==> config.mk <==
export PLATFORM = sky130hd
export DESIGN_NAME = coalesced_hash_table_core
export DESIGN_NICKNAME = d
export VERILOG_FILES = /design/src/rtl/core/cht_pkg.sv /design/src/rtl/core/cht_home.sv /design/src/rtl/core/cht_datapath.sv /design/src/rtl/core/cht_ctrl.sv /design/src/rtl/core/coalesced_hash_table_core.sv
export SDC_FILE = /design/constraint.sdc
export NUM_CORES = 1
export LEC_CHECK = 0
export ABC_AREA = 0
export BUFFER_PORTS_ARGS = -buffer_cell sky130_fd_sc_hd__buf_2
export CORE_AREA = 4 4 132 261
export CTS_CLUSTER_DIAMETER = 150
export CTS_CLUSTER_SIZE = 16
export DETAILED_ROUTE_END_ITERATION = 16
export DIE_AREA = 0 0 136 265
export PLACE_DENSITY = 0.69
export SYNTH_ARGS = -nofsm -noshare
export SYNTH_HDL_FRONTEND = slang
export SYNTH_SLANG_ARGS = --single-unit
==> constraint.sdc <==
create_clock -name clock -period 9.3 [get_ports clock]
set_input_delay 0 -clock clock [delete_from_list [all_inputs] [get_ports clock]]
set_output_delay 0 -clock clock [all_outputs]
set_load 0.1 [all_outputs]
==> src/rtl/core/cht_pkg.sv <==
`default_nettype none

package cht_pkg;

   // command field codes
   typedef enum logic [1:0] {
      OP_INSERT = 2'd0,
      OP_SEARCH = 2'd1,
      OP_REMOVE = 2'd2
   } op_type;

   // result status codes
   typedef enum logic [2:0] {
      ST_INSERTED = 3'd0,
      ST_PRESENT  = 3'd1,
      ST_FULL     = 3'd2,
      ST_FOUND    = 3'd3,
      ST_MISSING  = 3'd4,
      ST_REMOVED  = 3'd5
   } status_type;

   typedef enum logic [1:0] {
      SLOT_ZERO = 2'd0,
      SLOT_CUR  = 2'd1,
      SLOT_FP   = 2'd2
   } slot_sel_type;

   typedef enum logic [1:0] {
      RD_NONE = 2'd0,
      RD_CUR  = 2'd1,
      RD_FP   = 2'd2,
      RD_LINK = 2'd3
   } rd_op_type;

   typedef enum logic [3:0] {
      WR_NONE        = 4'd0,
      WR_KEY_AT_CUR  = 4'd1,
      WR_KEY_AT_FP   = 4'd2,
      WR_LINK_CUR_FP = 4'd3,
      WR_CLEAR_CUR   = 4'd4,
      WR_PULL_CUR    = 4'd5,
      WR_FREE_AUX    = 4'd6,
      WR_LINK_PREV   = 4'd7,
      WR_FREE_CUR    = 4'd8,
      WR_SWEEP       = 4'd9
   } wr_op_type;

   typedef enum logic [3:0] {
      S_CLEAR     = 4'd0,
      S_IDLE      = 4'd1,
      S_HOME      = 4'd2,
      S_RD        = 4'd3,
      S_CHK       = 4'd4,
      S_RM_PULL   = 4'd5,
      S_RM_FREE   = 4'd6,
      S_RM_UNLINK = 4'd7,
      S_FREE_RD   = 4'd8,
      S_FREE_CHK  = 4'd9,
      S_LINK      = 4'd10,
      S_FIN       = 4'd11
   } ctrl_state_type;

   typedef struct packed {
      logic         load;
      logic         start_walk;
      logic         walk_step;
      logic         fp_dec;
      logic         sweep_step;
      rd_op_type    rd_op;
      wr_op_type    wr_op;
      logic         set_result;
      status_type   res_code;
      slot_sel_type res_slot;
      logic         rsp_load;
   } dp_cmd_type;

   typedef struct packed {
      logic   home_done;
      logic   key_zero;
      op_type op;
      logic   hit;
      logic   link_ok;
      logic   walk_max;
      logic   rd_key_zero;
      logic   fp_valid;
      logic   at_home;
      logic   prev_valid;
      logic   sweep_last;
   } dp_status_type;

endpackage

`default_nettype wire

==> src/rtl/core/cht_home.sv <==
`default_nettype none

// home slot = key mod SLOTS; mask for a power of two, else 16-bit chunk residues are
// summed and the sum is reduced by reciprocal multiplication
module cht_home #(
   parameter int SLOTS    = 8,
   parameter int KEY_BITS = 32
) (
   input  wire logic                     clock,
   input  wire logic                     reset,
   input  wire logic                     start,
   input  wire logic [KEY_BITS-1:0]      key,
   output logic                          done,
   output logic [$clog2(SLOTS)-1:0]      home
);

   localparam int IDX_W = $clog2(SLOTS);

   generate
      if ((SLOTS & (SLOTS - 1)) == 0) begin : g_mask
         logic             done_ff, done_in;
         logic [IDX_W-1:0] rem_ff, rem_in;

         always_comb begin
            done_in = start;
            rem_in  = start ? key[IDX_W-1:0] : rem_ff;
         end

         always_ff @(posedge clock) begin
            if (reset) begin
               done_ff <= 1'b0;
            end else begin
               done_ff <= done_in;
            end
            rem_ff <= rem_in;
         end

         assign done = done_ff;
         assign home = rem_ff;
      end else begin : g_fold
         localparam int NCH   = (KEY_BITS + 15) / 16;
         localparam int SUM_W = 16 + IDX_W + $clog2(NCH);
         localparam int SH    = SUM_W + IDX_W;
         localparam int QW    = SUM_W - IDX_W + 1;
         localparam int PW    = 2 * SUM_W + 1;
         // ceil(2^SH / SLOTS); exact quotient for any sum below 2^SUM_W
         localparam logic [63:0] RCP_L =
            ((64'd1 << SH) + 64'(SLOTS) - 64'd1) / 64'(SLOTS);
         localparam logic [SUM_W:0] RCP = RCP_L[SUM_W:0];

         logic [NCH*16-1:0] key_ext;
         logic [SUM_W-1:0]  term [NCH];
         logic [PW-1:0]     prod;
         logic [SUM_W-1:0]  qm;
         logic              s1_ff, s1_in;
         logic              s2_ff, s2_in;
         logic              done_ff, done_in;
         logic [SUM_W-1:0]  sum_ff, sum_in;
         logic [QW-1:0]     q_ff, q_in;
         logic [IDX_W-1:0]  rem_ff, rem_in;

         assign key_ext = (NCH * 16)'(key);

         // chunk i weighs 2^(16i) mod SLOTS
         for (genvar i = 0; i < NCH; i++) begin : g_term
            localparam logic [63:0] RES_L = (64'd1 << (16 * i)) % 64'(SLOTS);
            assign term[i] = SUM_W'(key_ext[16*i +: 16]) * SUM_W'(RES_L[IDX_W-1:0]);
         end

         always_comb begin
            s1_in   = start;
            s2_in   = s1_ff;
            done_in = s2_ff;
            sum_in  = sum_ff;
            q_in    = q_ff;
            rem_in  = rem_ff;
            prod    = PW'(sum_ff) * PW'(RCP);
            qm      = SUM_W'(q_ff) * SUM_W'(SLOTS);
            if (start) begin
               sum_in = '0;
               for (int i = 0; i < NCH; i++) begin
                  sum_in = sum_in + term[i];
               end
            end
            if (s1_ff) begin
               q_in = prod[SH +: QW];
            end
            if (s2_ff) begin
               rem_in = IDX_W'(sum_ff - qm);
            end
         end

         always_ff @(posedge clock) begin
            if (reset) begin
               s1_ff   <= 1'b0;
               s2_ff   <= 1'b0;
               done_ff <= 1'b0;
            end else begin
               s1_ff   <= s1_in;
               s2_ff   <= s2_in;
               done_ff <= done_in;
            end
            sum_ff <= sum_in;
            q_ff   <= q_in;
            rem_ff <= rem_in;
         end

         assign done = done_ff;
         assign home = rem_ff;
      end
   endgenerate

endmodule

`default_nettype wire

==> src/rtl/core/cht_datapath.sv <==
`default_nettype none

module cht_datapath import cht_pkg::*; #(
   parameter int SLOTS    = 8,
   parameter int KEY_BITS = 32
) (
   input  wire logic                     clock,
   input  wire logic                     reset,
   input  wire dp_cmd_type               cmd,
   output dp_status_type                 st,
   input  wire logic [1:0]               req_cmd,
   input  wire logic [KEY_BITS-1:0]      req_key,
   output logic [2:0]                    rsp_status,
   output logic [$clog2(SLOTS)-1:0]      rsp_slot,
   output logic                          rsp_table_empty
);

   localparam int IDX_W = $clog2(SLOTS);
   localparam int CNT_W = $clog2(SLOTS + 1);
   localparam logic [IDX_W:0] NO_LINK = '0;   // msb is the link-valid flag

   // slot store
   logic [KEY_BITS-1:0] keys_mem  [SLOTS];
   logic [IDX_W:0]      links_mem [SLOTS];

   logic [KEY_BITS-1:0] key_ff, key_in;
   op_type              op_ff, op_in;
   logic [IDX_W-1:0]    cur_ff, cur_in;
   logic [IDX_W-1:0]    prev_ff, prev_in;
   logic                prev_valid_ff, prev_valid_in;
   logic [CNT_W-1:0]    n_ff, n_in;
   logic [IDX_W-1:0]    aux_ff, aux_in;
   logic [IDX_W-1:0]    fp_ff, fp_in;
   logic                fp_valid_ff, fp_valid_in;
   logic [CNT_W-1:0]    count_ff, count_in;
   logic [IDX_W-1:0]    sweep_ff, sweep_in;
   logic [KEY_BITS-1:0] rd_key_ff;
   logic [IDX_W:0]      rd_link_ff;
   status_type          res_status_ff, res_status_in;
   logic [IDX_W-1:0]    res_slot_ff, res_slot_in;
   logic [2:0]          rsp_status_ff, rsp_status_in;
   logic [IDX_W-1:0]    rsp_slot_ff, rsp_slot_in;
   logic                rsp_empty_ff, rsp_empty_in;

   logic                home_done;
   logic [IDX_W-1:0]    home;

   logic                rd_en;
   logic [IDX_W-1:0]    rd_addr;
   logic                key_we, link_we;
   logic [IDX_W-1:0]    key_wa, link_wa;
   logic [KEY_BITS-1:0] key_wd;
   logic [IDX_W:0]      link_wd;
   logic                raise_en;
   logic [IDX_W-1:0]    raise_slot;
   logic                cnt_up, cnt_dn;

   cht_home #(
      .SLOTS    (SLOTS),
      .KEY_BITS (KEY_BITS)
   ) u_home (
      .clock (clock),
      .reset (reset),
      .start (cmd.load),
      .key   (req_key),
      .done  (home_done),
      .home  (home)
   );

   // read port
   always_comb begin
      rd_en   = 1'b1;
      rd_addr = cur_ff;
      case (cmd.rd_op)
         RD_CUR:  rd_addr = cur_ff;
         RD_FP:   rd_addr = fp_ff;
         RD_LINK: rd_addr = rd_link_ff[IDX_W-1:0];
         default: rd_en   = 1'b0;
      endcase
   end

   // write port decode
   always_comb begin
      key_we     = 1'b0;
      key_wa     = cur_ff;
      key_wd     = '0;
      link_we    = 1'b0;
      link_wa    = cur_ff;
      link_wd    = NO_LINK;
      raise_en   = 1'b0;
      raise_slot = cur_ff;
      cnt_up     = 1'b0;
      cnt_dn     = 1'b0;
      case (cmd.wr_op)
         WR_KEY_AT_CUR: begin
            key_we = 1'b1;
            key_wd = key_ff;
            cnt_up = 1'b1;
         end
         WR_KEY_AT_FP: begin
            key_we = 1'b1;
            key_wa = fp_ff;
            key_wd = key_ff;
            cnt_up = 1'b1;
         end
         WR_LINK_CUR_FP: begin
            link_we = 1'b1;
            link_wd = {1'b1, fp_ff};
         end
         WR_CLEAR_CUR: begin
            key_we   = 1'b1;
            raise_en = 1'b1;
            cnt_dn   = 1'b1;
         end
         WR_PULL_CUR: begin
            key_we  = 1'b1;
            key_wd  = rd_key_ff;
            link_we = 1'b1;
            link_wd = rd_link_ff;
         end
         WR_FREE_AUX: begin
            key_we     = 1'b1;
            key_wa     = aux_ff;
            link_we    = 1'b1;
            link_wa    = aux_ff;
            raise_en   = 1'b1;
            raise_slot = aux_ff;
            cnt_dn     = 1'b1;
         end
         WR_LINK_PREV: begin
            link_we = 1'b1;
            link_wa = prev_ff;
            link_wd = rd_link_ff;
         end
         WR_FREE_CUR: begin
            key_we   = 1'b1;
            link_we  = 1'b1;
            raise_en = 1'b1;
            cnt_dn   = 1'b1;
         end
         WR_SWEEP: begin
            key_we  = 1'b1;
            key_wa  = sweep_ff;
            link_we = 1'b1;
            link_wa = sweep_ff;
         end
         default: begin
         end
      endcase
   end

   always_ff @(posedge clock) begin
      if (key_we) begin
         keys_mem[key_wa] <= key_wd;
      end
      if (link_we) begin
         links_mem[link_wa] <= link_wd;
      end
      if (rd_en) begin
         rd_key_ff  <= keys_mem[rd_addr];
         rd_link_ff <= links_mem[rd_addr];
      end
   end

   // walk, free pointer, occupancy and result registers
   always_comb begin
      key_in        = key_ff;
      op_in         = op_ff;
      cur_in        = cur_ff;
      prev_in       = prev_ff;
      prev_valid_in = prev_valid_ff;
      n_in          = n_ff;
      aux_in        = aux_ff;
      fp_in         = fp_ff;
      fp_valid_in   = fp_valid_ff;
      count_in      = count_ff;
      sweep_in      = sweep_ff;
      res_status_in = res_status_ff;
      res_slot_in   = res_slot_ff;
      rsp_status_in = rsp_status_ff;
      rsp_slot_in   = rsp_slot_ff;
      rsp_empty_in  = rsp_empty_ff;

      if (cmd.load) begin
         key_in = req_key;
         case (req_cmd)
            OP_INSERT: op_in = OP_INSERT;
            OP_REMOVE: op_in = OP_REMOVE;
            default:   op_in = OP_SEARCH;   // unused code behaves as search
         endcase
      end

      if (cmd.start_walk) begin
         cur_in        = home;
         n_in          = '0;
         prev_valid_in = 1'b0;
      end else if (cmd.walk_step) begin
         prev_in       = cur_ff;
         prev_valid_in = 1'b1;
         cur_in        = rd_link_ff[IDX_W-1:0];
         n_in          = n_ff + CNT_W'(1);
      end

      if (cmd.rd_op == RD_LINK) begin
         aux_in = rd_link_ff[IDX_W-1:0];
      end

      if (cmd.fp_dec) begin
         if (fp_ff == '0) begin
            fp_valid_in = 1'b0;
         end else begin
            fp_in = fp_ff - IDX_W'(1);
         end
      end else if (raise_en && (!fp_valid_ff || fp_ff < raise_slot)) begin
         fp_in       = raise_slot;
         fp_valid_in = 1'b1;
      end

      if (cnt_up) begin
         count_in = count_ff + CNT_W'(1);
      end else if (cnt_dn) begin
         count_in = count_ff - CNT_W'(1);
      end

      if (cmd.sweep_step) begin
         sweep_in = sweep_ff + IDX_W'(1);
      end

      if (cmd.set_result) begin
         res_status_in = cmd.res_code;
         case (cmd.res_slot)
            SLOT_CUR: res_slot_in = cur_ff;
            SLOT_FP:  res_slot_in = fp_ff;
            default:  res_slot_in = '0;
         endcase
      end

      if (cmd.rsp_load) begin
         rsp_status_in = res_status_ff;
         rsp_slot_in   = res_slot_ff;
         rsp_empty_in  = (count_ff == '0);
      end
   end

   always_ff @(posedge clock) begin
      if (reset) begin
         fp_ff       <= IDX_W'(SLOTS - 1);
         fp_valid_ff <= 1'b1;
         count_ff    <= '0;
         sweep_ff    <= '0;
      end else begin
         fp_ff       <= fp_in;
         fp_valid_ff <= fp_valid_in;
         count_ff    <= count_in;
         sweep_ff    <= sweep_in;
      end
      key_ff        <= key_in;
      op_ff         <= op_in;
      cur_ff        <= cur_in;
      prev_ff       <= prev_in;
      prev_valid_ff <= prev_valid_in;
      n_ff          <= n_in;
      aux_ff        <= aux_in;
      res_status_ff <= res_status_in;
      res_slot_ff   <= res_slot_in;
      rsp_status_ff <= rsp_status_in;
      rsp_slot_ff   <= rsp_slot_in;
      rsp_empty_ff  <= rsp_empty_in;
   end

   always_comb begin
      st.home_done   = home_done;
      st.key_zero    = (key_ff == '0);
      st.op          = op_ff;
      st.hit         = (rd_key_ff == key_ff);
      st.link_ok     = rd_link_ff[IDX_W];
      st.walk_max    = (n_ff == CNT_W'(SLOTS));
      st.rd_key_zero = (rd_key_ff == '0);
      st.fp_valid    = fp_valid_ff;
      st.at_home     = (cur_ff == home);
      st.prev_valid  = prev_valid_ff;
      st.sweep_last  = (sweep_ff == IDX_W'(SLOTS - 1));
   end

   assign rsp_status      = rsp_status_ff;
   assign rsp_slot        = rsp_slot_ff;
   assign rsp_table_empty = rsp_empty_ff;

endmodule

`default_nettype wire

==> src/rtl/core/cht_ctrl.sv <==
`default_nettype none

module cht_ctrl import cht_pkg::*; (
   input  wire logic          clock,
   input  wire logic          reset,
   input  wire logic          req_valid,
   output logic               req_ready,
   output logic               rsp_valid,
   input  wire logic          rsp_ready,
   output dp_cmd_type         cmd,
   input  wire dp_status_type st
);

   ctrl_state_type state_ff, state_in;
   logic           rsp_valid_ff, rsp_valid_in;

   always_ff @(posedge clock) begin
      if (reset) begin
         state_ff     <= S_CLEAR;
         rsp_valid_ff <= 1'b0;
      end else begin
         state_ff     <= state_in;
         rsp_valid_ff <= rsp_valid_in;
      end
   end

   always_comb begin
      state_in     = state_ff;
      rsp_valid_in = rsp_valid_ff && !rsp_ready;
      cmd          = '0;
      req_ready    = 1'b0;

      case (state_ff)
         S_CLEAR: begin
            cmd.wr_op      = WR_SWEEP;
            cmd.sweep_step = 1'b1;
            if (st.sweep_last) begin
               state_in = S_IDLE;
            end
         end

         S_IDLE: begin
            req_ready = 1'b1;
            if (req_valid) begin
               cmd.load = 1'b1;
               state_in = S_HOME;
            end
         end

         S_HOME: begin
            if (st.key_zero) begin
               cmd.set_result = 1'b1;
               cmd.res_code   = (st.op == OP_INSERT) ? ST_FULL : ST_MISSING;
               cmd.res_slot   = SLOT_ZERO;
               state_in       = S_FIN;
            end else if (st.home_done) begin
               cmd.start_walk = 1'b1;
               state_in       = S_RD;
            end
         end

         S_RD: begin
            cmd.rd_op = RD_CUR;
            state_in  = S_CHK;
         end

         S_CHK: begin
            if (st.hit) begin
               cmd.set_result = 1'b1;
               cmd.res_slot   = SLOT_CUR;
               state_in       = S_FIN;
               case (st.op)
                  OP_INSERT: cmd.res_code = ST_PRESENT;
                  OP_REMOVE: begin
                     cmd.res_code = ST_REMOVED;
                     if (st.at_home) begin
                        if (st.link_ok) begin
                           cmd.rd_op = RD_LINK;
                           state_in  = S_RM_PULL;
                        end else begin
                           cmd.wr_op = WR_CLEAR_CUR;
                        end
                     end else if (st.prev_valid) begin
                        cmd.wr_op = WR_LINK_PREV;
                        state_in  = S_RM_UNLINK;
                     end
                  end
                  default:   cmd.res_code = ST_FOUND;
               endcase
            end else if (!st.link_ok || st.walk_max) begin
               // miss: cur is now the chain tail
               if (st.op == OP_INSERT) begin
                  if (st.rd_key_zero) begin
                     cmd.wr_op      = WR_KEY_AT_CUR;
                     cmd.set_result = 1'b1;
                     cmd.res_code   = ST_INSERTED;
                     cmd.res_slot   = SLOT_CUR;
                     state_in       = S_FIN;
                  end else begin
                     state_in = S_FREE_RD;
                  end
               end else begin
                  cmd.set_result = 1'b1;
                  cmd.res_code   = ST_MISSING;
                  cmd.res_slot   = SLOT_ZERO;
                  state_in       = S_FIN;
               end
            end else begin
               cmd.walk_step = 1'b1;
               state_in      = S_RD;
            end
         end

         S_RM_PULL: begin
            cmd.wr_op = WR_PULL_CUR;
            state_in  = S_RM_FREE;
         end

         S_RM_FREE: begin
            cmd.wr_op = WR_FREE_AUX;
            state_in  = S_FIN;
         end

         S_RM_UNLINK: begin
            cmd.wr_op = WR_FREE_CUR;
            state_in  = S_FIN;
         end

         S_FREE_RD: begin
            if (st.fp_valid) begin
               cmd.rd_op = RD_FP;
               state_in  = S_FREE_CHK;
            end else begin
               cmd.set_result = 1'b1;
               cmd.res_code   = ST_FULL;
               cmd.res_slot   = SLOT_ZERO;
               state_in       = S_FIN;
            end
         end

         S_FREE_CHK: begin
            if (st.rd_key_zero) begin
               cmd.wr_op      = WR_KEY_AT_FP;
               cmd.set_result = 1'b1;
               cmd.res_code   = ST_INSERTED;
               cmd.res_slot   = SLOT_FP;
               state_in       = S_LINK;
            end else begin
               cmd.fp_dec = 1'b1;
               state_in   = S_FREE_RD;
            end
         end

         S_LINK: begin
            cmd.wr_op = WR_LINK_CUR_FP;
            state_in  = S_FIN;
         end

         S_FIN: begin
            if (!rsp_valid_ff || rsp_ready) begin
               cmd.rsp_load = 1'b1;
               rsp_valid_in = 1'b1;
               state_in     = S_IDLE;
            end
         end

         default: state_in = S_IDLE;
      endcase
   end

   assign rsp_valid = rsp_valid_ff;

endmodule

`default_nettype wire

==> src/rtl/core/coalesced_hash_table_core.sv <==
`default_nettype none

// Channel  | Direction | Handshake           | Payload
// ---------+-----------+---------------------+--------------------------------------
// req      | in        | req_valid/req_ready | req_cmd, req_key
// rsp      | out       | rsp_valid/rsp_ready | rsp_status, rsp_slot, rsp_table_empty
//
// One item at a time. An item is accepted, waits for the home slot unit (a mask when
// SLOTS is a power of two, else a fold), reads and checks each slot visited on the
// chain walk (at most SLOTS+1 visits), reads and tests each slot of the free scan until
// it finds one empty or runs out, makes its writes and loads the result. A zero key
// skips the home slot wait and the walk. The slot store's single read port sets the
// walk and scan pace. After reset a clearing pass over every slot empties the store;
// no item is taken meanwhile. The result sits in an output register, so the next item
// is taken while it waits; a stalled rsp only holds the block in S_FIN of the next item.

module coalesced_hash_table_core import cht_pkg::*; #(
   parameter int SLOTS    = 8,
   parameter int KEY_BITS = 32
) (
   input  wire logic                     clock,
   input  wire logic                     reset,
   input  wire logic                     req_valid,
   output logic                          req_ready,
   input  wire logic [1:0]               req_cmd,
   input  wire logic [KEY_BITS-1:0]      req_key,
   output logic                          rsp_valid,
   input  wire logic                     rsp_ready,
   output logic [2:0]                    rsp_status,
   output logic [$clog2(SLOTS)-1:0]      rsp_slot,
   output logic                          rsp_table_empty
);

   dp_cmd_type    dp_cmd;
   dp_status_type dp_st;

   // sequencer: walk, free scan and write order per command
   cht_ctrl u_ctrl (
      .clock     (clock),
      .reset     (reset),
      .req_valid (req_valid),
      .req_ready (req_ready),
      .rsp_valid (rsp_valid),
      .rsp_ready (rsp_ready),
      .cmd       (dp_cmd),
      .st        (dp_st)
   );

   // slot store, walk registers, free pointer, occupancy count, result registers
   cht_datapath #(
      .SLOTS    (SLOTS),
      .KEY_BITS (KEY_BITS)
   ) u_dp (
      .clock           (clock),
      .reset           (reset),
      .cmd             (dp_cmd),
      .st              (dp_st),
      .req_cmd         (req_cmd),
      .req_key         (req_key),
      .rsp_status      (rsp_status),
      .rsp_slot        (rsp_slot),
      .rsp_table_empty (rsp_table_empty)
   );

endmodule

`default_nettype wire
==> flow_metrics.env, run 1 <==
export IMPL_result_of_the_run="complete, no violations"
export IMPL_place_congestion=0.9428
export IMPL_p_leak_nw=6.619
export IMPL_total_power_mw=3.447
export IMPL_yosys_register_bits=402
export IMPL_grt_first_pass_wirelength_mm=63.60
export IMPL_worst_r2r_endpoint="u_dp.rd_key_ff[19]"
export IMPL_postCtsSetupRepairBufs=0
export IMPL_r2r_start="u_dp.rd_key_ff[24]"
export IMPL_synth_ff_type="sky130_fd_sc_hd__edfxtp_1"
export IMPL_timing_max_transition_violations_final=0
export IMPL_die_width_um=136
export IMPL_syn_nets=1155
export IMPL_fin_area_um2=18910
export IMPL_drt_antenna_violating_nets=0
export IMPL_rsz_0062_raised_after_global_routing="no"
export IMPL_synth_area_per_cell_um2=15.37
export IMPL_clock_network_latency_to_the_later_pin_of_the_worst_skew_pair_ps=590
export IMPL_synthesis_yosys_warnings=0
export IMPL_max_cap_violations=0
export IMPL_fraction_of_registers_with_async_set_reset_pct=0
export IMPL_effective_utilization_at_floorplan_pct=52.66
export IMPL_initial_antenna_violation_count=0
export IMPL_final_setup_viol_count=0
export IMPL_clock_root_buffer="sky130_fd_sc_hd__clkbuf_16"
export IMPL_core_area_um2=32230
export IMPL_critPathKind="reg2reg"
export IMPL_dieArea_um2=36040
export IMPL_post_drt_wl_per_cell_um=26.00
export IMPL_synth_lib_cells_used_distinct=76
export IMPL_finalCritPeriodShare_pct=54.57
export IMPL_detail_route_vias_per_cell=6.346
export IMPL_antennaDiodeCount=0
export IMPL_die_y_um=265
export IMPL_final_hold_viol_count=0
export IMPL_worst_slew_pin_slew_ps=1204
export IMPL_worst_ep_arrival_time_ps=5360
export IMPL_area_growth_pct=11.43
export IMPL_boundaryPins=47
export IMPL_clock_skew_final_ps=27.26
export IMPL_hold_class="in2reg"
export IMPL_timing_critical_path_fanout_max=36
export IMPL_synth_cells=1104
export IMPL_cts_made_buffers=29
export IMPL_rrSetupSlack_ps=4230
export IMPL_slew_limit_headroom_pct=19.09
export IMPL_synth_sequential_area_ratio_pct=69.82
export IMPL_maximum_number_of_pins_on_one_net_before_global_route_repair=49
export IMPL_min_delay_path_depth=2
export IMPL_post_route_min_period_ps=5075
export IMPL_via_total_after_detailed_routing=10390
export IMPL_pre_cts_slack_ps=4297
export IMPL_fin_worst_hold_slack_ps=126.3
export IMPL_number_of_rows_in_the_core_area=93
export IMPL_detailed_routing_iteration_count_for_the_pre_antenna_repair_pass=7
export IMPL_clock_fmax_ghz=0.1971
export IMPL_clkTransAtPathRegs_ps=70
export IMPL_endpoint_of_the_worst_hold_path="u_dp.key_ff[19]"
export IMPL_totalNegativeSetupSlack_ps=0
export IMPL_power_density_nw_per_um2=182.2
export IMPL_global_route_usage_total_pct=23.56
export IMPL_setup_ws_ps=4225
export IMPL_final_net_count=1238
export IMPL_syn_cell_area_um2=16970
export IMPL_tritoncts_clock_tree="done"
export IMPL_vdd_drop_max_mv=0.1546
export IMPL_post_route_drc_count=0
export IMPL_clock_tree_htree_level_count=1
export IMPL_hold_path_startpoint="req_key[19]"
export IMPL_number_of_flops_mapped_to_enable_cells_by_yosys=380
export IMPL_placement_cell_area_um2=17700
export IMPL_io_buffer_count=46
export IMPL_drt_wl_total_mm=42.56
export IMPL_setup_worst_path_end_class="register"
export IMPL_drt_iter0_markers=1154
export IMPL_final_layout_size_suffix_gt1_share_pct=14.55
export IMPL_reg2reg_depth=8
export IMPL_cts_buffer_depth=3
export IMPL_vias_in_the_first_global_route=10720
export IMPL_timing_critical_path_from_type="register"
export IMPL_cts_sinks=402
export IMPL_worst_endpoint_required_ps=9590
export IMPL_dpl_hpwl_mm=26.55
export IMPL_overflow=0
## per-layer routing
layer	vias to the layer above	part of all wire, %	track usage [%]
met5	-	0	0
met4	0	6.2	14.07
li1	4563	-	-
met3	137	5.8	2.602
met1	5178	34	25.86
met2	510	54	42.94
## how the worst max path moves through the flow
stage               cells after the start  slack, ps             endpoint               start
CTS                                     8       4260   u_dp.rd_key_ff[19]  u_dp.rd_key_ff[19]
global placement                        8       4220   u_dp.rd_key_ff[15]  u_dp.rd_key_ff[19]
global route                            8       3990    u_dp.rd_key_ff[2]  u_dp.rd_key_ff[19]
floorplan                               9       5370  u_dp.keys_mem[3][0]      u_dp.key_ff[2]
detailed placement                      8       4300   u_dp.rd_key_ff[19]  u_dp.rd_key_ff[19]
finish                                  8       4230   u_dp.rd_key_ff[19]  u_dp.rd_key_ff[24]
## placed cells by master, fill, tap and decap left out, drive strengths merged, types with 5 or more instances in the layout
cell type / netlist / final
dlygate4sd3: 0 / 38
xnor2: 7 / 7
xor2: 34 / 34
o21ai: 13 / 13
a22o: 34 / 34
nor4: 27 / 27
edfxtp: 380 / 380
nor3: 22 / 22
buf: 36 / 69
dfxtp: 22 / 22
o221ai: 74 / 74
a31oi: 6 / 6
nand2b: 6 / 6
mux2: 74 / 74
nand4: 8 / 8
and2: 6 / 6
nand3: 11 / 11
a222oi: 36 / 36
and3: 10 / 10
clkbuf: 19 / 52
nand2: 39 / 39
nor2: 38 / 38
mux2i: 11 / 11
inv: 95 / 97
ha: 12 / 12
a22oi: 5 / 5
a21oi: 22 / 22
o311ai: 5 / 5
## area by class of cell
cell class,count,area [um^2]
Tap cell,427,534.3
Sequential cell,402,11850
Inverter,95,356.6
Clock inverter,2,25.02
Multi-Input combinational cell,552,4552
Timing Repair Buffer,107,783.3
Clock buffer,52,812.0
Fill cell,2475,13320
## critical path: stages, from the launching register on
cell and delay [ps]:
sky130_fd_sc_hd__edfxtp_1 480, sky130_fd_sc_hd__xor2_1 260, sky130_fd_sc_hd__nor4_1 570, sky130_fd_sc_hd__and4_1 380, sky130_fd_sc_hd__nand4_4 190, sky130_fd_sc_hd__o221ai_4 960
sky130_fd_sc_hd__nand3_2 1110, sky130_fd_sc_hd__o221ai_1 640, sky130_fd_sc_hd__a222oi_1 160
## flip-flops by register name, indices dropped and copies added (netlist names), 4 cells and up
signal,flops
u_dp.rd_link_ff,4
u_dp.n_ff,4
u_dp.count_ff,4
u_dp.key_ff,30
u_ctrl.state_ff,4
u_dp.rd_key_ff,32
u_dp.links_mem,32
u_dp.keys_mem,256
## cells in the mapped netlist, types with 3 or more instances
master                       n  area (um^2)
sky130_fd_sc_hd__o311ai_0    3        26.28
sky130_fd_sc_hd__or3_1       4        25.02
sky130_fd_sc_hd__dfxtp_1    22        440.4
sky130_fd_sc_hd__ha_1       12        150.1
sky130_fd_sc_hd__a31oi_1     6        37.54
sky130_fd_sc_hd__edfxtp_1  380        11410
sky130_fd_sc_hd__nor3_1     18        90.09
sky130_fd_sc_hd__o21ai_0    10        50.05
sky130_fd_sc_hd__nor4_1     26        162.7
sky130_fd_sc_hd__buf_4       7        52.55
sky130_fd_sc_hd__buf_2      22        110.1
sky130_fd_sc_hd__nand4_1     7        43.79
sky130_fd_sc_hd__o21ai_1     3        15.01
sky130_fd_sc_hd__nor2_1     38        142.6
sky130_fd_sc_hd__buf_6       6        67.56
sky130_fd_sc_hd__nor3_4      3        48.80
sky130_fd_sc_hd__a21oi_1    22        110.1
sky130_fd_sc_hd__nand2b_1    6        37.54
sky130_fd_sc_hd__a21o_1      3        22.52
sky130_fd_sc_hd__mux2i_1    11        110.1
sky130_fd_sc_hd__a22oi_1     5        37.54
sky130_fd_sc_hd__xor2_1     34        297.8
sky130_fd_sc_hd__inv_2       4        15.01
sky130_fd_sc_hd__a22o_1     34        297.8
sky130_fd_sc_hd__nand3_1    10        50.05
sky130_fd_sc_hd__mux2_1     43        484.2
sky130_fd_sc_hd__o221ai_1   63        551.8
sky130_fd_sc_hd__xnor2_1     7        61.31
sky130_fd_sc_hd__nor2b_1     4        25.02
sky130_fd_sc_hd__nand2_1    38        142.6
sky130_fd_sc_hd__and2_1      6        37.54
sky130_fd_sc_hd__o31ai_1     3        22.52
sky130_fd_sc_hd__and4_1      3        26.28
sky130_fd_sc_hd__inv_1      91        341.6
sky130_fd_sc_hd__o221ai_2   11        165.2
sky130_fd_sc_hd__and3_1     10        62.56
sky130_fd_sc_hd__mux2_2     31        349.1
sky130_fd_sc_hd__a222oi_1   36        360.4
sky130_fd_sc_hd__clkbuf_1   19        71.32
## power breakdown
part / leakage [nW] / internal [mW] / total [mW] / switching (mW)
Sequential: 3.75 / 2.06 / 2.09 / 0.0242
Clock: 0.396 / 0.593 / 1.19 / 0.598
Combinational: 2.47 / 0.0549 / 0.167 / 0.112
## per-stage QoR
| step | std cells | util [%] |
|---|---|---|
| after floorplan | 1104 | - |
| final | 1637 | 58.68 |
| after global routing | 1637 | 58.68 |
| after CTS | 1637 | 58.68 |
| after detailed placement | 1545 | 54.90 |
| after global placement | 1545 | 54.90 |
## logic make-up after synthesis
kind of cell               after synthesis  share of synthesized area (%)
xor gates and xnor gates                41                          2.116
AOI/OAI and AO/OA                      222                          11.25
DFF                                    402                          69.82
adders and majority gates               13                          1.002
muxes                                   85                          5.558
buffers and inverters                  150                          3.899
and+or+nand+nor                        191                          6.354
## repair_timing
item,4_1_cts,5_1_grt
endpoints found under the setup margin,0,0
resized for setup,0,0
endpoints found under the hold margin,51,0
hold buffers,38,0
(Power assumes the default switching activity.)
==> inputs of run 2 (changes only) <==
==> constraint.sdc (replaced) <==
create_clock -name clock -period 4.7 [get_ports clock]
set_input_delay 0 -clock clock [delete_from_list [all_inputs] [get_ports clock]]
set_output_delay 0 -clock clock [all_outputs]
set_load 0.1 [all_outputs]
==> run 2 against run 1 <==
Core utilization grew 0.71 points. Final cell count up 0.55%. Design area grew 1.2%. Combinational power is 110% higher. Highest routed layer unchanged.
==> flow_metrics.env, run 2 (synthesis results as in run 1) <==
export IMPL_critical_path_buf_inv_count=2
export IMPL_worst_endpoint_required_ps=5010
export IMPL_effective_utilization_at_floorplan_pct=52.66
export IMPL_placement_cell_area_um2=17930
export IMPL_initial_antenna_violation_count=1
export IMPL_clock_skew_final_ps=23.63
export IMPL_clock_tree_htree_level_count=1
export IMPL_min_delay_path_depth=2
export IMPL_timing_critical_path_fanout_max=34
export IMPL_critical_path_cell_chain="xor2_1 > nor4_1 > nand4_1 > nor4_4 > o221ai_4 > buf_12 > a21bo_1 > buf_4 > o221ai_1 > a222oi_1"
export IMPL_final_setup_viol_count=0
export IMPL_clock_network_latency_to_the_later_pin_of_the_worst_skew_pair_ps=570
export IMPL_totalNegativeSetupSlack_ps=0
export IMPL_finalCritPeriodShare_pct=86.90
export IMPL_post_route_min_period_ps=4084
export IMPL_core_area_um2=32230
export IMPL_detailed_routing_iteration_count_for_the_pre_antenna_repair_pass=6
export IMPL_cts_buffer_depth=3
export IMPL_p_leak_nw=6.713
export IMPL_cts_made_buffers=29
export IMPL_registers_top_by_ff_count="u_dp.keys_mem"
export IMPL_max_cap_violations=0
export IMPL_die_y_um=265
export IMPL_slew_limit_headroom_pct=17.09
export IMPL_reg2reg_depth=10
export IMPL_hold_class="in2reg"
export IMPL_fin_area_um2=19140
export IMPL_number_of_rows_in_the_core_area=93
export IMPL_setup_ws_ps=615.8
export IMPL_tritoncts_clock_tree="done"
export IMPL_io_buffer_count=46
export IMPL_global_route_usage_total_pct=23.98
export IMPL_pre_cts_slack_ps=650.5
export IMPL_crit_path_max_incr_delay_ps=670
export IMPL_top_library_cells_by_usage_in_the_layout_fill_and_taps_aside="sky130_fd_sc_hd__edfxtp_1 (380), sky130_fd_sc_hd__inv_1 (91), sky130_fd_sc_hd__o221ai_1 (63)"
export IMPL_largest_register_ffs=256
export IMPL_detail_route_vias_per_cell=6.278
export IMPL_via_total_after_detailed_routing=10330
export IMPL_dpl_hpwl_mm=28.01
export IMPL_worst_slew_pin_slew_ps=1231
export IMPL_clock_fmax_ghz=0.2448
export IMPL_cp_slowest_cell="sky130_fd_sc_hd__nor4_1"
export IMPL_boundaryPins=47
export IMPL_dieArea_um2=36040
export IMPL_overflow=0
export IMPL_hold_path_startpoint="req_key[13]"
export IMPL_final_layout_size_suffix_gt1_share_pct=15.18
export IMPL_antennaDiodeCount=0
export IMPL_drt_wl_total_mm=43.10
export IMPL_layout_cells_most_common="sky130_fd_sc_hd__edfxtp_1"
export IMPL_kind_of_cell_adding_the_most_delay_to_the_critical_path="simple AND/OR/NAND/NOR gates"
export IMPL_cts_sinks=402
export IMPL_worst_ep_arrival_time_ps=4390
export IMPL_final_net_count=1248
export IMPL_clkTransAtPathRegs_ps=80
export IMPL_rsz_0062_raised_after_global_routing="no"
export IMPL_place_congestion=0.9361
export IMPL_maximum_number_of_pins_on_one_net_before_global_route_repair=43
export IMPL_area_growth_pct=12.78
export IMPL_power_density_nw_per_um2=356.0
export IMPL_die_width_um=136
export IMPL_post_drt_wl_per_cell_um=26.19
export IMPL_drt_antenna_violating_nets=0
export IMPL_drt_iter0_markers=1027
export IMPL_final_core_area_utilization_pct=59.39
export IMPL_total_power_mw=6.815
export IMPL_grt_first_pass_wirelength_mm=64.28
export IMPL_rrSetupSlack_ps=620
export IMPL_postCtsSetupRepairBufs=0
export IMPL_vdd_drop_max_mv=0.3822
export IMPL_timing_max_transition_violations_final=0
export IMPL_critPathKind="reg2reg"
export IMPL_vias_in_the_first_global_route=10540
export IMPL_r2r_start="u_dp.u_home.home[0]"
export IMPL_clock_root_buffer="sky130_fd_sc_hd__clkbuf_16"
export IMPL_result_of_the_run="complete, no violations"
export IMPL_worst_r2r_endpoint="u_dp.rd_key_ff[10]"
export IMPL_endpoint_of_the_worst_hold_path="u_dp.key_ff[13]"
export IMPL_reg_top3="u_dp.keys_mem (256), u_dp.links_mem (32), u_dp.rd_key_ff (32)"
export IMPL_final_hold_viol_count=0
export IMPL_post_route_drc_count=0
export IMPL_setup_worst_path_end_class="register"
export IMPL_timing_critical_path_from_type="register"
run 2: cell count changes in the layout (fill, tap and decap cells not counted), sizes merged:
cell | previous run | this run
buf | 69 | 79
inv | 97 | 96
run 2: routing by layer:
| metal | vias up | wire [um] | track usage (%) |
|---|---|---|---|
| li1 | 4584 | - | - |
| met1 | 5158 | 14420 | 26.21 |
| met2 | 459 | 23530 | 43.93 |
| met3 | 133 | 2220 | 2.754 |
| met4 | 0 | 2931 | 13.96 |
| met5 | - | 0 | 0 |
run 2: area by class of cell:
cell class / instances / area, um^2
multi-input combinational: 552 / 4552
fill: 2472 / 13090
inverter: 95 / 356.6
clock buffer: 52 / 812.0
sequential: 402 / 11850
clock inverter: 1 / 16.27
timing repair buffer: 117 / 1021
tap: 427 / 534.3
run 2: what timing repair did:
item                                    CTS  global route
endpoints found under the setup margin    0             0
resized for setup                         0             0
endpoints found under the hold margin    47             0
hold buffers                             38             0
run 2: power by group:
part	internal, mW	leakage [nW]	switching [mW]	total (mW)
clock network	1.17	0.392	1.16	2.33
logic	0.127	2.57	0.225	0.352
registers	4.08	3.75	0.0488	4.13
run 2: worst max path at each step:
stage,start,to,slack (ps),cells after the start
global placement,u_dp.u_home.home[0],u_dp.count_ff[3],710,13
finish,u_dp.u_home.home[0],u_dp.rd_key_ff[10],620,10
global route,u_dp.u_home.home[0],u_dp.keys_mem[4][28],360,12
CTS,u_dp.u_home.home[0],u_dp.rd_key_ff[22],610,10
floorplan,u_dp.key_ff[2],u_dp.keys_mem[3][0],770,9
detailed placement,u_dp.u_home.home[0],u_dp.rd_key_ff[10],650,10
run 2: stage by stage:
step | hold slack (ps) | instances
after floorplan | 98.87 | 1104
after CTS | 115.9 | 1646
after global routing | 127.9 | 1646
after global placement | 176.6 | 1555
after detailed placement | 178.1 | 1555
final | 141.1 | 1646
